===== src/sv/bba_pkg.sv =====
// Package: constants, codes, command/status structs and helpers of the buddy block allocator.
`default_nettype none
package bba_pkg;

  localparam int DEEPEST_LEVEL = 4;
  localparam int NODE_COUNT    = (2 << DEEPEST_LEVEL) - 1;
  localparam int NODE_W        = $clog2(NODE_COUNT);
  localparam int LVL_W         = 3;
  localparam int LOG2_W        = 6;
  localparam int ADDR_W        = 48;
  localparam int SIZE_W        = 41;
  localparam int STATUS_W      = 2;
  localparam int CFG_IDX_W     = 1;
  localparam int CFG_DATA_W    = ADDR_W;
  localparam int LOG2_MIN      = (DEEPEST_LEVEL > 4) ? DEEPEST_LEVEL : 4;
  localparam int LOG2_MAX      = 40;
  localparam int LOG2_RESET    = 20;

  typedef enum logic [1:0] {
    OCC_FULL = 2'd0,
    OCC_FREE = 2'd1,
    OCC_PART = 2'd2
  } occ_t;

  typedef enum logic [STATUS_W-1:0] {
    ST_OK       = 2'd0,
    ST_NOSPACE  = 2'd1,
    ST_NOTALLOC = 2'd2
  } status_t;

  typedef enum logic {
    OP_ALLOC = 1'b0,
    OP_FREE  = 1'b1
  } op_t;

  typedef enum logic [CFG_IDX_W-1:0] {
    CFG_BASE_ADDRESS    = 1'b0,
    CFG_LOG2_TOTAL_SIZE = 1'b1
  } cfg_idx_t;

  typedef struct packed {
    logic              load;
    logic              lvl_latch;
    logic              rd_search;
    logic              take_alloc;
    logic              take_free;
    logic              wr_node;
    logic              result;
    status_t           status;
    logic [NODE_W-1:0] idx;
  } bba_cmd_t;

  typedef struct packed {
    op_t              op;
    logic             too_big;
    logic             in_range;
    logic             occ_free;
    logic             flook_hit;
    logic [LVL_W-1:0] lvl;
    logic             out_free;
  } bba_stat_t;

  function automatic logic [LOG2_W-1:0] eff_log2(input logic [LOG2_W-1:0] v);
    logic [LOG2_W-1:0] r;
    r = v;
    if (v < LOG2_W'(LOG2_MIN)) r = LOG2_W'(LOG2_MIN);
    if (v > LOG2_W'(LOG2_MAX)) r = LOG2_W'(LOG2_MAX);
    return r;
  endfunction

  // tree level of a heap-ordered node: floor(log2(n+1))
  function automatic logic [LVL_W-1:0] node_level(input logic [NODE_W-1:0] n);
    logic [NODE_W:0]  m;
    logic [LVL_W-1:0] lv;
    m  = {1'b0, n} + (NODE_W+1)'(1);
    lv = '0;
    for (int b = 0; b <= NODE_W; b++) begin
      if (m[b]) lv = LVL_W'(b);
    end
    return lv;
  endfunction

  function automatic occ_t occ_merge(input occ_t l, input occ_t r);
    occ_t o;
    if (l == OCC_FREE && r == OCC_FREE) o = OCC_FREE;
    else if (l == OCC_FULL && r == OCC_FULL) o = OCC_FULL;
    else o = OCC_PART;
    return o;
  endfunction

endpackage
`default_nettype wire


===== src/sv/bba_if.sv =====
// Interfaces: request and result channels of the buddy block allocator.
`default_nettype none
interface bba_in_if import bba_pkg::*; ();
  logic              valid;
  logic              ready;
  logic              op;
  logic [SIZE_W-1:0] size;
  logic [ADDR_W-1:0] address;

  modport source (output valid, op, size, address, input ready);
  modport sink   (input valid, op, size, address, output ready);
endinterface

interface bba_out_if import bba_pkg::*; ();
  logic                valid;
  logic                ready;
  logic [STATUS_W-1:0] status;
  logic [ADDR_W-1:0]   block_address;
  logic [LVL_W-1:0]    block_level;
  logic [SIZE_W-1:0]   free_bytes;
  logic [SIZE_W-1:0]   used_bytes;

  modport source (output valid, status, block_address, block_level, free_bytes, used_bytes,
                  input ready);
  modport sink   (input valid, status, block_address, block_level, free_bytes, used_bytes,
                  output ready);
endinterface
`default_nettype wire


===== src/sv/bba_ctrl.sv =====
// Controller: sequencer for search, free lookup and tree sweep of the allocator.
`default_nettype none
module bba_ctrl import bba_pkg::*; (
  input  wire logic      clk,
  input  wire logic      rst_n,
  input  wire logic      in_valid,
  output logic           in_ready,
  input  wire bba_stat_t stat,
  output bba_cmd_t       cmd
);

  typedef enum logic [7:0] {
    S_IDLE     = 8'b0000_0001,
    S_CHECK    = 8'b0000_0010,
    S_SRCH_RD  = 8'b0000_0100,
    S_SRCH_CHK = 8'b0000_1000,
    S_FLOOK    = 8'b0001_0000,
    S_SWP_RD   = 8'b0010_0000,
    S_SWP_WR   = 8'b0100_0000,
    S_RESULT   = 8'b1000_0000
  } state_t;

  state_t            state_r, state_nxt;
  logic [NODE_W-1:0] idx_r, idx_nxt;
  status_t           code_r, code_nxt;

  always_ff @(posedge clk) begin
    if (!rst_n) begin
      state_r <= S_IDLE;
      idx_r   <= '0;
      code_r  <= ST_OK;
    end else begin
      state_r <= state_nxt;
      idx_r   <= idx_nxt;
      code_r  <= code_nxt;
    end
  end

  always_comb begin
    state_nxt = state_r;
    idx_nxt   = idx_r;
    code_nxt  = code_r;
    in_ready  = 1'b0;
    cmd       = '0;
    cmd.idx   = idx_r;
    cmd.status = code_r;
    case (state_r)
      S_IDLE: begin
        in_ready = 1'b1;
        if (in_valid) begin
          cmd.load  = 1'b1;
          state_nxt = S_CHECK;
        end
      end
      S_CHECK: begin
        cmd.lvl_latch = 1'b1;
        idx_nxt       = '0;
        if (stat.op == OP_ALLOC) begin
          if (stat.too_big) begin
            code_nxt  = ST_NOSPACE;
            state_nxt = S_RESULT;
          end else begin
            state_nxt = S_SRCH_RD;
          end
        end else begin
          if (!stat.in_range) begin
            code_nxt  = ST_NOTALLOC;
            state_nxt = S_RESULT;
          end else begin
            state_nxt = S_FLOOK;
          end
        end
      end
      S_SRCH_RD: begin
        cmd.rd_search = 1'b1;
        state_nxt     = S_SRCH_CHK;
      end
      S_SRCH_CHK: begin
        if (stat.occ_free) begin
          cmd.take_alloc = 1'b1;
          idx_nxt        = NODE_W'(NODE_COUNT - 1);
          state_nxt      = S_SWP_RD;
        end else if (idx_r == NODE_W'((1 << stat.lvl) - 1)) begin
          code_nxt  = ST_NOSPACE;
          state_nxt = S_RESULT;
        end else begin
          idx_nxt   = idx_r + NODE_W'(1);
          state_nxt = S_SRCH_RD;
        end
      end
      S_FLOOK: begin
        if (stat.flook_hit) begin
          cmd.take_free = 1'b1;
          idx_nxt       = NODE_W'(NODE_COUNT - 1);
          state_nxt     = S_SWP_RD;
        end else if (idx_r == NODE_W'(DEEPEST_LEVEL)) begin
          code_nxt  = ST_NOTALLOC;
          state_nxt = S_RESULT;
        end else begin
          idx_nxt = idx_r + NODE_W'(1);
        end
      end
      S_SWP_RD: begin
        state_nxt = S_SWP_WR;
      end
      S_SWP_WR: begin
        cmd.wr_node = 1'b1;
        if (idx_r == '0) begin
          code_nxt  = ST_OK;
          state_nxt = S_RESULT;
        end else begin
          idx_nxt   = idx_r - NODE_W'(1);
          state_nxt = S_SWP_RD;
        end
      end
      S_RESULT: begin
        if (stat.out_free) begin
          cmd.result = 1'b1;
          state_nxt  = S_IDLE;
        end
      end
      default: begin
        state_nxt = S_IDLE;
      end
    endcase
  end

endmodule
`default_nettype wire


===== src/sv/bba_dp.sv =====
// Datapath: tree state memory, allocation marks, byte counters and result register.
`default_nettype none
module bba_dp import bba_pkg::*; (
  input  wire logic                  clk,
  input  wire logic                  rst_n,
  input  wire bba_cmd_t              cmd,
  output bba_stat_t                  stat,
  input  wire logic                  cfg_we,
  input  wire logic [CFG_IDX_W-1:0]  cfg_index,
  input  wire logic [CFG_DATA_W-1:0] cfg_data,
  input  wire logic                  in_op,
  input  wire logic [SIZE_W-1:0]     in_size,
  input  wire logic [ADDR_W-1:0]     in_address,
  input  wire logic                  out_ready,
  output logic                       out_valid,
  output logic [STATUS_W-1:0]        out_status,
  output logic [ADDR_W-1:0]          out_block_address,
  output logic [LVL_W-1:0]           out_block_level,
  output logic [SIZE_W-1:0]          out_free_bytes,
  output logic [SIZE_W-1:0]          out_used_bytes
);

  logic [ADDR_W-1:0]     base_r;
  logic [LOG2_W-1:0]     log2_r;
  op_t                   op_r;
  logic [SIZE_W-1:0]     size_r;
  logic [ADDR_W-1:0]     addr_r;
  logic [ADDR_W-1:0]     off_r;
  logic [LVL_W-1:0]      lvl_r;
  logic [NODE_W-1:0]     tgt_r;
  logic [ADDR_W-1:0]     blk_addr_r;
  occ_t                  occ_mem [NODE_COUNT];
  logic [NODE_COUNT-1:0] occ_vld_r;
  logic [NODE_COUNT-1:0] alloc_r;
  occ_t                  rd_a_r, rd_b_r;
  logic [SIZE_W-1:0]     free_cnt_r, used_cnt_r;
  logic                  out_valid_r;
  status_t               out_status_r;
  logic [ADDR_W-1:0]     out_addr_r;
  logic [LVL_W-1:0]      out_level_r;

  logic [LOG2_W-1:0]     eff;
  logic [ADDR_W-1:0]     total;
  logic [LVL_W-1:0]      lvl_calc;
  logic [NODE_W-1:0]     srch_node;
  logic [NODE_W:0]       cl_w, cr_w;
  logic [NODE_W-1:0]     rd_a_addr, rd_b_addr;
  logic [LVL_W-1:0]      fl_d;
  logic [LOG2_W-1:0]     fl_sh;
  logic [ADDR_W-1:0]     fl_mask;
  logic [NODE_W-1:0]     fl_node;
  logic                  fl_hit;
  logic [LVL_W-1:0]      n_lvl;
  logic [NODE_W:0]       n_p1, t_p1;
  logic                  in_sub, is_anc;
  occ_t                  wr_val;
  logic [LOG2_W-1:0]     blk_sh;
  logic [SIZE_W-1:0]     bs;
  logic                  res_ok;
  logic [SIZE_W-1:0]     free_nxt, used_nxt;

  assign eff   = eff_log2(log2_r);
  assign total = ADDR_W'(1) << eff;

  always_comb begin
    lvl_calc = '0;
    for (int k = 1; k <= DEEPEST_LEVEL; k++) begin
      if ((total >> k) >= ADDR_W'(size_r)) lvl_calc = LVL_W'(k);
    end
  end

  // read addresses: search node, or the two children of the swept node
  assign srch_node = NODE_W'((1 << lvl_r) - 1) + cmd.idx;
  assign cl_w      = {cmd.idx, 1'b1};
  assign cr_w      = cl_w + (NODE_W+1)'(1);

  always_comb begin
    rd_a_addr = (cl_w < (NODE_W+1)'(NODE_COUNT)) ? cl_w[NODE_W-1:0] : '0;
    rd_b_addr = (cr_w < (NODE_W+1)'(NODE_COUNT)) ? cr_w[NODE_W-1:0] : '0;
    if (cmd.rd_search) rd_a_addr = srch_node;
  end

  // free lookup at level fl_d
  assign fl_d    = LVL_W'(cmd.idx);
  assign fl_sh   = eff - LOG2_W'(fl_d);
  assign fl_mask = (ADDR_W'(1) << fl_sh) - ADDR_W'(1);
  assign fl_node = NODE_W'((1 << fl_d) - 1) + NODE_W'(off_r >> fl_sh);
  assign fl_hit  = ((off_r & fl_mask) == '0) && alloc_r[fl_node];

  // sweep: subtree membership and ancestry of the swept node
  assign n_lvl = node_level(cmd.idx);
  assign n_p1  = {1'b0, cmd.idx} + (NODE_W+1)'(1);
  assign t_p1  = {1'b0, tgt_r} + (NODE_W+1)'(1);
  assign in_sub = (n_lvl >= lvl_r) && ((n_p1 >> (n_lvl - lvl_r)) == t_p1);
  assign is_anc = (n_lvl < lvl_r) && ((t_p1 >> (lvl_r - n_lvl)) == n_p1);

  always_comb begin
    if (in_sub) wr_val = (op_r == OP_ALLOC) ? OCC_FULL : OCC_FREE;
    else wr_val = occ_merge(rd_a_r, rd_b_r);
  end

  // counters
  assign blk_sh = eff - LOG2_W'(lvl_r);
  assign bs     = SIZE_W'(1) << blk_sh;
  assign res_ok = (cmd.status == ST_OK);

  always_comb begin
    free_nxt = free_cnt_r;
    used_nxt = used_cnt_r;
    if (res_ok) begin
      if (op_r == OP_ALLOC) begin
        free_nxt = (free_cnt_r >= bs) ? free_cnt_r - bs : '0;
        used_nxt = used_cnt_r + bs;
      end else begin
        free_nxt = free_cnt_r + bs;
        used_nxt = (used_cnt_r >= bs) ? used_cnt_r - bs : '0;
      end
    end
  end

  always_ff @(posedge clk) begin
    if (!rst_n) begin
      base_r      <= '0;
      log2_r      <= LOG2_W'(LOG2_RESET);
      free_cnt_r  <= SIZE_W'(1) << eff_log2(LOG2_W'(LOG2_RESET));
      used_cnt_r  <= '0;
      alloc_r     <= '0;
      occ_vld_r   <= '0;
      out_valid_r <= 1'b0;
    end else begin
      if (cfg_we) begin
        case (cfg_idx_t'(cfg_index))
          CFG_BASE_ADDRESS: begin
            base_r <= cfg_data[ADDR_W-1:0];
          end
          CFG_LOG2_TOTAL_SIZE: begin
            log2_r     <= cfg_data[LOG2_W-1:0];
            free_cnt_r <= SIZE_W'(1) << eff_log2(cfg_data[LOG2_W-1:0]);
            used_cnt_r <= '0;
            alloc_r    <= '0;
            occ_vld_r  <= '0;
          end
          default: begin
          end
        endcase
      end
      if (cmd.take_alloc) alloc_r[srch_node] <= 1'b1;
      if (cmd.take_free) alloc_r[fl_node] <= 1'b0;
      if (cmd.wr_node && (in_sub || is_anc)) occ_vld_r[cmd.idx] <= 1'b1;
      if (cmd.result) begin
        free_cnt_r  <= free_nxt;
        used_cnt_r  <= used_nxt;
        out_valid_r <= 1'b1;
      end else if (out_ready) begin
        out_valid_r <= 1'b0;
      end
    end
  end

  // occupancy memory: one write port, two registered read ports
  always_ff @(posedge clk) begin
    if (cmd.wr_node && (in_sub || is_anc)) occ_mem[cmd.idx] <= wr_val;
    rd_a_r <= occ_vld_r[rd_a_addr] ? occ_mem[rd_a_addr] : OCC_FREE;
    rd_b_r <= occ_vld_r[rd_b_addr] ? occ_mem[rd_b_addr] : OCC_FREE;
  end

  always_ff @(posedge clk) begin
    if (cmd.load) begin
      op_r   <= op_t'(in_op);
      size_r <= in_size;
      addr_r <= in_address;
      off_r  <= in_address - base_r;
    end
    if (cmd.lvl_latch) lvl_r <= lvl_calc;
    if (cmd.take_alloc) begin
      tgt_r      <= srch_node;
      blk_addr_r <= base_r + (ADDR_W'(cmd.idx) << (eff - LOG2_W'(lvl_r)));
    end
    if (cmd.take_free) begin
      tgt_r      <= fl_node;
      lvl_r      <= fl_d;
      blk_addr_r <= addr_r;
    end
    if (cmd.result) begin
      out_status_r <= cmd.status;
      out_addr_r   <= res_ok ? blk_addr_r : '0;
      out_level_r  <= res_ok ? lvl_r : '0;
    end
  end

  always_comb begin
    stat           = '0;
    stat.op        = op_r;
    stat.too_big   = size_r > free_cnt_r;
    stat.in_range  = off_r < total;
    stat.occ_free  = (rd_a_r == OCC_FREE);
    stat.flook_hit = fl_hit;
    stat.lvl       = lvl_r;
    stat.out_free  = !out_valid_r || out_ready;
  end

  assign out_valid         = out_valid_r;
  assign out_status        = out_status_r;
  assign out_block_address = out_addr_r;
  assign out_block_level   = out_level_r;
  assign out_free_bytes    = free_cnt_r;
  assign out_used_bytes    = used_cnt_r;

endmodule
`default_nettype wire


===== src/sv/buddy_block_allocator.sv =====
// Top level: buddy block allocator, controller plus datapath; one word at a time.
// An accepted word is checked first; a size or range failure goes straight to the result.
// Otherwise an allocate probes the nodes of its level one by one and a free looks for a
// mark from the root level down; a hit adds a sweep over all 31 nodes, last back to root.
// A new word is taken only once the last result is registered; the sweep sets the pace.
// Synchronous active-low reset: tree all free, no marks, 2^20 free bytes, base address zero.
`default_nettype none
module buddy_block_allocator import bba_pkg::*; (
  input  wire logic                  clk,
  input  wire logic                  rst_n,
  bba_in_if.sink                     in_req,
  bba_out_if.source                  out_rsp,
  input  wire logic                  cfg_we,
  input  wire logic [CFG_IDX_W-1:0]  cfg_index,
  input  wire logic [CFG_DATA_W-1:0] cfg_data
);

  bba_cmd_t  cmd;
  bba_stat_t stat;
  logic      in_ready;

  assign in_req.ready = in_ready;

  bba_ctrl u_ctrl (
    .clk      (clk),
    .rst_n    (rst_n),
    .in_valid (in_req.valid),
    .in_ready (in_ready),
    .stat     (stat),
    .cmd      (cmd)
  );

  bba_dp u_dp (
    .clk               (clk),
    .rst_n             (rst_n),
    .cmd               (cmd),
    .stat              (stat),
    .cfg_we            (cfg_we),
    .cfg_index         (cfg_index),
    .cfg_data          (cfg_data),
    .in_op             (in_req.op),
    .in_size           (in_req.size),
    .in_address        (in_req.address),
    .out_ready         (out_rsp.ready),
    .out_valid         (out_rsp.valid),
    .out_status        (out_rsp.status),
    .out_block_address (out_rsp.block_address),
    .out_block_level   (out_rsp.block_level),
    .out_free_bytes    (out_rsp.free_bytes),
    .out_used_bytes    (out_rsp.used_bytes)
  );

endmodule
`default_nettype wire


===== src/flat_wrapper.sv =====
// flat-port wrapper written by rule: the top's interface ports become plain ports
module buddy_block_allocator_flat import bba_pkg::*;
  (clk, rst_n, cfg_we, cfg_index, cfg_data, in_req_valid, in_req_op, in_req_size, in_req_address, in_req_ready, out_rsp_valid, out_rsp_status, out_rsp_block_address, out_rsp_block_level, out_rsp_free_bytes, out_rsp_used_bytes, out_rsp_ready);
  bba_in_if in_req_i ();
  bba_out_if out_rsp_i ();
  input  wire logic clk;
  input  wire logic rst_n;
  input  wire logic cfg_we;
  input  wire logic [CFG_IDX_W-1:0] cfg_index;
  input  wire logic [CFG_DATA_W-1:0] cfg_data;
  input wire logic [$bits(in_req_i.valid)-1:0] in_req_valid;
  input wire logic [$bits(in_req_i.op)-1:0] in_req_op;
  input wire logic [$bits(in_req_i.size)-1:0] in_req_size;
  input wire logic [$bits(in_req_i.address)-1:0] in_req_address;
  output wire logic [$bits(in_req_i.ready)-1:0] in_req_ready;
  output wire logic [$bits(out_rsp_i.valid)-1:0] out_rsp_valid;
  output wire logic [$bits(out_rsp_i.status)-1:0] out_rsp_status;
  output wire logic [$bits(out_rsp_i.block_address)-1:0] out_rsp_block_address;
  output wire logic [$bits(out_rsp_i.block_level)-1:0] out_rsp_block_level;
  output wire logic [$bits(out_rsp_i.free_bytes)-1:0] out_rsp_free_bytes;
  output wire logic [$bits(out_rsp_i.used_bytes)-1:0] out_rsp_used_bytes;
  input wire logic [$bits(out_rsp_i.ready)-1:0] out_rsp_ready;
  assign in_req_i.valid = in_req_valid;
  assign in_req_i.op = in_req_op;
  assign in_req_i.size = in_req_size;
  assign in_req_i.address = in_req_address;
  assign in_req_ready = in_req_i.ready;
  assign out_rsp_valid = out_rsp_i.valid;
  assign out_rsp_status = out_rsp_i.status;
  assign out_rsp_block_address = out_rsp_i.block_address;
  assign out_rsp_block_level = out_rsp_i.block_level;
  assign out_rsp_free_bytes = out_rsp_i.free_bytes;
  assign out_rsp_used_bytes = out_rsp_i.used_bytes;
  assign out_rsp_i.ready = out_rsp_ready;
  buddy_block_allocator u_core (.clk(clk), .rst_n(rst_n), .in_req(in_req_i), .out_rsp(out_rsp_i), .cfg_we(cfg_we), .cfg_index(cfg_index), .cfg_data(cfg_data));
endmodule

===== config.mk =====
export PLATFORM = sky130hd
export DESIGN_NAME = buddy_block_allocator_flat
export DESIGN_NICKNAME = d
export VERILOG_FILES = /design/src/sv/bba_pkg.sv /design/src/sv/bba_if.sv /design/src/sv/bba_ctrl.sv /design/src/sv/bba_dp.sv /design/src/sv/buddy_block_allocator.sv /design/src/flat_wrapper.sv
export SDC_FILE = /design/constraint.sdc
export NUM_CORES = 2
export LEC_CHECK = 0
export ABC_AREA = 1
export BUFFER_PORTS_ARGS = -buffer_cell sky130_fd_sc_hd__buf_2
export CORE_UTILIZATION = 45
export DETAILED_ROUTE_END_ITERATION = 10
export SLEW_MARGIN = 25
export SYNTH_ARGS = -nofsm -noshare
export SYNTH_HDL_FRONTEND = slang
export SYNTH_SLANG_ARGS = --single-unit

===== constraint.sdc =====
create_clock -name clk -period 15.4 [get_ports clk]
set_clock_uncertainty 0.15 [all_clocks]
set_input_delay 1.54 -clock clk [delete_from_list [all_inputs] [get_ports clk]]
set_output_delay 1.54 -clock clk [all_outputs]
set_load 0.01 [all_outputs]

==> key figures <==
Outcome
  • Status: finished with violations
  • Violated checks: DRC

Clock network
  • CTS root buf: clkbuf_16
  • CTS buffer count: between 60 and 70
  • Post_cts resized: 0
  • Longest Clk Path Bufs: 3
  • Number of setup buffers added after CTS: 0
  • CTS sink cnt: 527
  • CTS clk-pin slew, worst paths: 60 ps
  • Worst-Skew Late Latency: roughly 670 ps
  • # hold bufs at CTS: 0
  • CTS tree: yes
  • Htree depth: 3

STA
  • RSZ-0062 raised after global routing: false
  • Worst slew margin: 32.92%
  • Final period util: between 50 and 60%
  • TNS Setup: 0 ps
  • F_max: 111.8 MHz
  • Final Setup Violations: 0
  • Tmin final: just under 9000 ps
  • Actual slew at the worst max-slew pin: 1006 ps
  • Slew Limit Fails: 0
  • Post-route worst hold slack: 317.3 ps
  • Fin. Hold Viols: 0

Setup path
  • Critical Path AT: 9380 ps
  • Most used cell along the critical path: nand2_1
  • Worst EP required: around 16000 ps
  • Reg2Reg Setup Slack: between 6000 and 7000 ps
  • Critical path class: reg -> reg
  • Crit path max-delay cell type: o21ai_0
  • Crit-path max FO: 36
  • Crit path largest cell delay: between 600 and 700 ps
  • Crit path capture: u_core.u_dp.out_used_bytes[24]$_SDFFE_PN0P_
  • Reg2reg end: u_core.u_dp.out_used_bytes[24]$_SDFFE_PN0P_
  • Worst setup SP type: flop
  • Reg2reg path depth: 40
  • Crit path from: u_core.u_dp.log2_r[5]$_SDFFE_PN0P_
  • R2R Path Start: u_core.u_dp.log2_r[5]$_SDFFE_PN0P_
  • Endpoint class of the critical path: flop

Synthesis
  • Top post-synthesis cells by area: edfxtp_1, ha_1, nand2_1, dfxtp_1, inv_1
  • Sequential-to-total area share from yosys stat: between 20% and 30%
  • Async set or reset register ratio after synthesis: 0%
  • Synth top area share: 19.28%
  • Post-synth EDFFs: a little over 300
  • Mean area per synthesized cell: 6.981 um2
  • Flip-flop and latch count after synthesis: 527
  • Synth Cell Area: 48130 um2
  • Post-synth top flop: edfxtp_1
  • Synth warnings: 0
  • Synth unique cells: a little under 70
  • Post-Syn Instances: roughly 6900
  • Biggest area consumer among synthesized cells: edfxtp_1

Route
  • Post-Route WL: around 190000 um
  • Detailed-route via count: just under 50000
  • Vias per Instance: 5.691
  • DRC: 18
  • Starting DRC count in detailed routing: between 4000 and 5000
  • Pre-antenna DRT Iters: 10
  • DRT antenna net count: 0
  • Wirelength per Cell: ~22 um

Global route
  • Global route overflow: 0
  • GRT Overall Usage: 33.47%
  • First-pass GRT wire length: approximately 280000 um
  • Number of global-route vias before repair: approximately 45000
  • Initial antenna violation count: 2
  • Pin count of the biggest net entering global routing: 139

Place
  • GP Congestion: between 1 and 1.5
  • Cell count after placement: 8400
  • IO Port Bufs: between 200 and 300
  • Detail Placement HPWL: ~150000 um

Floorplan
  • Num ports: around 280
  • Site row count: ~120
  • Initial Util: about 46%
  • Die width: ~330 um
  • Die area: ~110000 um2
  • Die Y: 329.1 um
  • Core area: about 110000 um2

Final layout
  • Finished Core Util: 50.13%
  • Nets: between 7000 and 8000
  • Share of layout cells above drive strength 1: slightly above 8%
  • Non-Filler Instances: between 8000 and 9000
  • Syn-to-layout area delta: 10.09%

Power and ir drop
  • Worst VDD drop: 0.00008020 V
  • Leakage: ~25 nW
  • Power Density: 100.1 nW/um2

Job
  • Max-Cap Viols: 0

Hold path
  • Hold Crit Class: reg -> reg
## report_power, final
group / total [mW] / switching [mW] / internal [mW]
Clock: 1.64 / 0.683 / 0.953
Combinational: 1.94 / 1.35 / 0.588
Sequential: 1.73 / 0.112 / 1.62
Total: 5.30 / 2.14 / 3.16
## registers in the layout, indices dropped and copies added (netlist names)
| register | count |
|---|---|
| u_core.u_dp.size_r | 41 |
| u_core.u_dp.out_free_bytes | 41 |
| u_core.u_dp.rd_b_r | 2 |
| u_core.u_dp.out_used_bytes | 41 |
| u_core.u_dp.lvl_r | 3 |
| u_core.u_dp.rd_a_r | 2 |
| u_core.u_ctrl.code_r | 2 |
| u_core.u_dp.log2_r | 6 |
| u_core.u_dp.tgt_r | 5 |
| u_core.u_dp.op_r | 1 |
| u_core.u_dp.out_block_address | 48 |
| u_core.u_dp.off_r | 48 |
| u_core.u_ctrl.idx_r | 5 |
| u_core.u_dp.base_r | 48 |
| u_core.u_dp.occ_vld_r | 31 |
| u_core.u_dp.occ_mem | 62 |
| u_core.u_dp.blk_addr_r | 48 |
| u_core.u_dp.out_block_level | 3 |
| u_core.u_dp.addr_r | 48 |
| u_core.u_dp.out_valid | 1 |
| u_core.u_dp.out_status | 2 |
| u_core.u_ctrl.state_r | 8 |
| u_core.u_dp.alloc_r | 31 |
## cell usage after synthesis (all sizes together), types with 14 or more instances
| master | count |
|---|---|
| nand2 | 1214 |
| inv | 1010 |
| nor2 | 913 |
| a21oi | 739 |
| ha | 537 |
| o21ai | 531 |
| edfxtp | 309 |
| nand3 | 309 |
| dfxtp | 218 |
| clkbuf | 186 |
| xor2 | 140 |
| o211ai | 85 |
| a31oi | 72 |
| nand4 | 69 |
| nor3 | 66 |
| buf | 51 |
| o21a | 48 |
| xnor2 | 45 |
| o22ai | 41 |
| a22oi | 39 |
| o221ai | 30 |
| a21boi | 28 |
| a211oi | 25 |
| mux2i | 21 |
| nor4 | 19 |
| or2 | 16 |
| a21o | 15 |
| clkinv | 14 |
## layout by cell type, fill, tap and decap left out, types with 18 or more instances in the layout
cell | synthesis | routed
nand2_2 | 20 | 22
o21a_1 | 48 | 48
inv_1 | 987 | 982
a211oi_1 | 25 | 25
o21ai_1 | 28 | 27
edfxtp_1 | 309 | 309
clkbuf_16 | 0 | 68
buf_4 | 3 | 47
ha_1 | 537 | 536
nor3_1 | 65 | 65
a21boi_0 | 28 | 28
nor2_2 | 21 | 21
a21oi_1 | 737 | 737
dfxtp_1 | 218 | 218
o22ai_1 | 41 | 41
nand3_1 | 293 | 293
o221ai_1 | 30 | 30
nor4_1 | 19 | 18
inv_2 | 23 | 29
nor2_1 | 886 | 884
nand2_1 | 1189 | 1187
xnor2_1 | 45 | 45
buf_2 | 20 | 279
xor2_1 | 140 | 139
nand4_1 | 68 | 68
conb_1 | 2 | 26
a22oi_1 | 39 | 39
o21ai_0 | 500 | 500
o211ai_2 | 24 | 24
a31oi_1 | 72 | 72
clkinv_1 | 14 | 19
mux2i_1 | 21 | 21
o211ai_1 | 61 | 61
## cell families after synthesis
group | Yosys count | share of synthesized area [%]
flops | 527 | 28.34
simple gates | 2622 | 22.67
mux | 23 | 0.4835
xor+xnor | 185 | 3.366
compound gates | 1728 | 20.63
buf+inv | 1261 | 10.11
other cells | 2 | 0.01560
fa+ha+maj | 547 | 14.37
## worst max-delay path: cells and delay by family, from the launching register on
kind                       cells  cell delay (ps)
adders and majority gates      2              570
DFF                            1              510
AOI/OAI and AO/OA             11             2640
xor gates and xnor gates       1              610
and+or+nand+nor               19             2830
buffers and inverters          7             1490
## worst min-delay path by stage
stage	depth (start not counted)	startpoint	slack (ps)	endpoint
6_report	2	u_core.u_dp.occ_vld_r[17]$_SDFF_PN0_	320	u_core.u_dp.occ_vld_r[17]$_SDFF_PN0_
5_1_grt	2	u_core.u_dp.occ_vld_r[17]$_SDFF_PN0_	330	u_core.u_dp.occ_vld_r[17]$_SDFF_PN0_
4_1_cts	2	u_core.u_dp.occ_vld_r[17]$_SDFF_PN0_	310	u_core.u_dp.occ_vld_r[17]$_SDFF_PN0_
3_5_place_dp	2	u_core.u_dp.occ_vld_r[17]$_SDFF_PN0_	310	u_core.u_dp.occ_vld_r[17]$_SDFF_PN0_
3_3_place_gp	2	u_core.u_dp.occ_vld_r[17]$_SDFF_PN0_	300	u_core.u_dp.occ_vld_r[17]$_SDFF_PN0_
2_1_floorplan	0	u_core.u_ctrl.code_r[1]$_SDFFE_PN0P_	280	u_core.u_dp.out_status[1]$_DFFE_PP_
## per-stage QoR
| step | area (um2) | power, mW | setup WS, ps |
|---|---|---|---|
| floorplan | 48220 | 3.051 | 7335 |
| global placement | 50750 | 3.631 | 5889 |
| detailed placement | 50760 | 3.642 | 5561 |
| CTS | 52980 | 5.289 | 5515 |
| global route | 52980 | 5.600 | 5674 |
| finish | 52990 | 5.302 | 6453 |
## area by class of cell
type                            instances  area, um2
Antenna cell                            3      7.507
Clock buffer                           87       1803
Clock inverter                         35      415.4
Fill cell                           10890      52720
Inverter                             1024       3845
Multi-Input combinational cell       5131      29770
Sequential cell                       527      13640
Tap cell                             1391       1740
Timing Repair Buffer                  327       1769
## layer usage
metal / global-route usage (%) / up-vias / wire (um)
met2: 50.78 / 1936 / 79310
li1: - / 23570 / -
met5: 0 / - / 12
met4: 11.34 / 2 / 6656
met1: 48.10 / 22710 / 86050
met3: 5.149 / 291 / 14780
(Power assumes the default switching activity.)
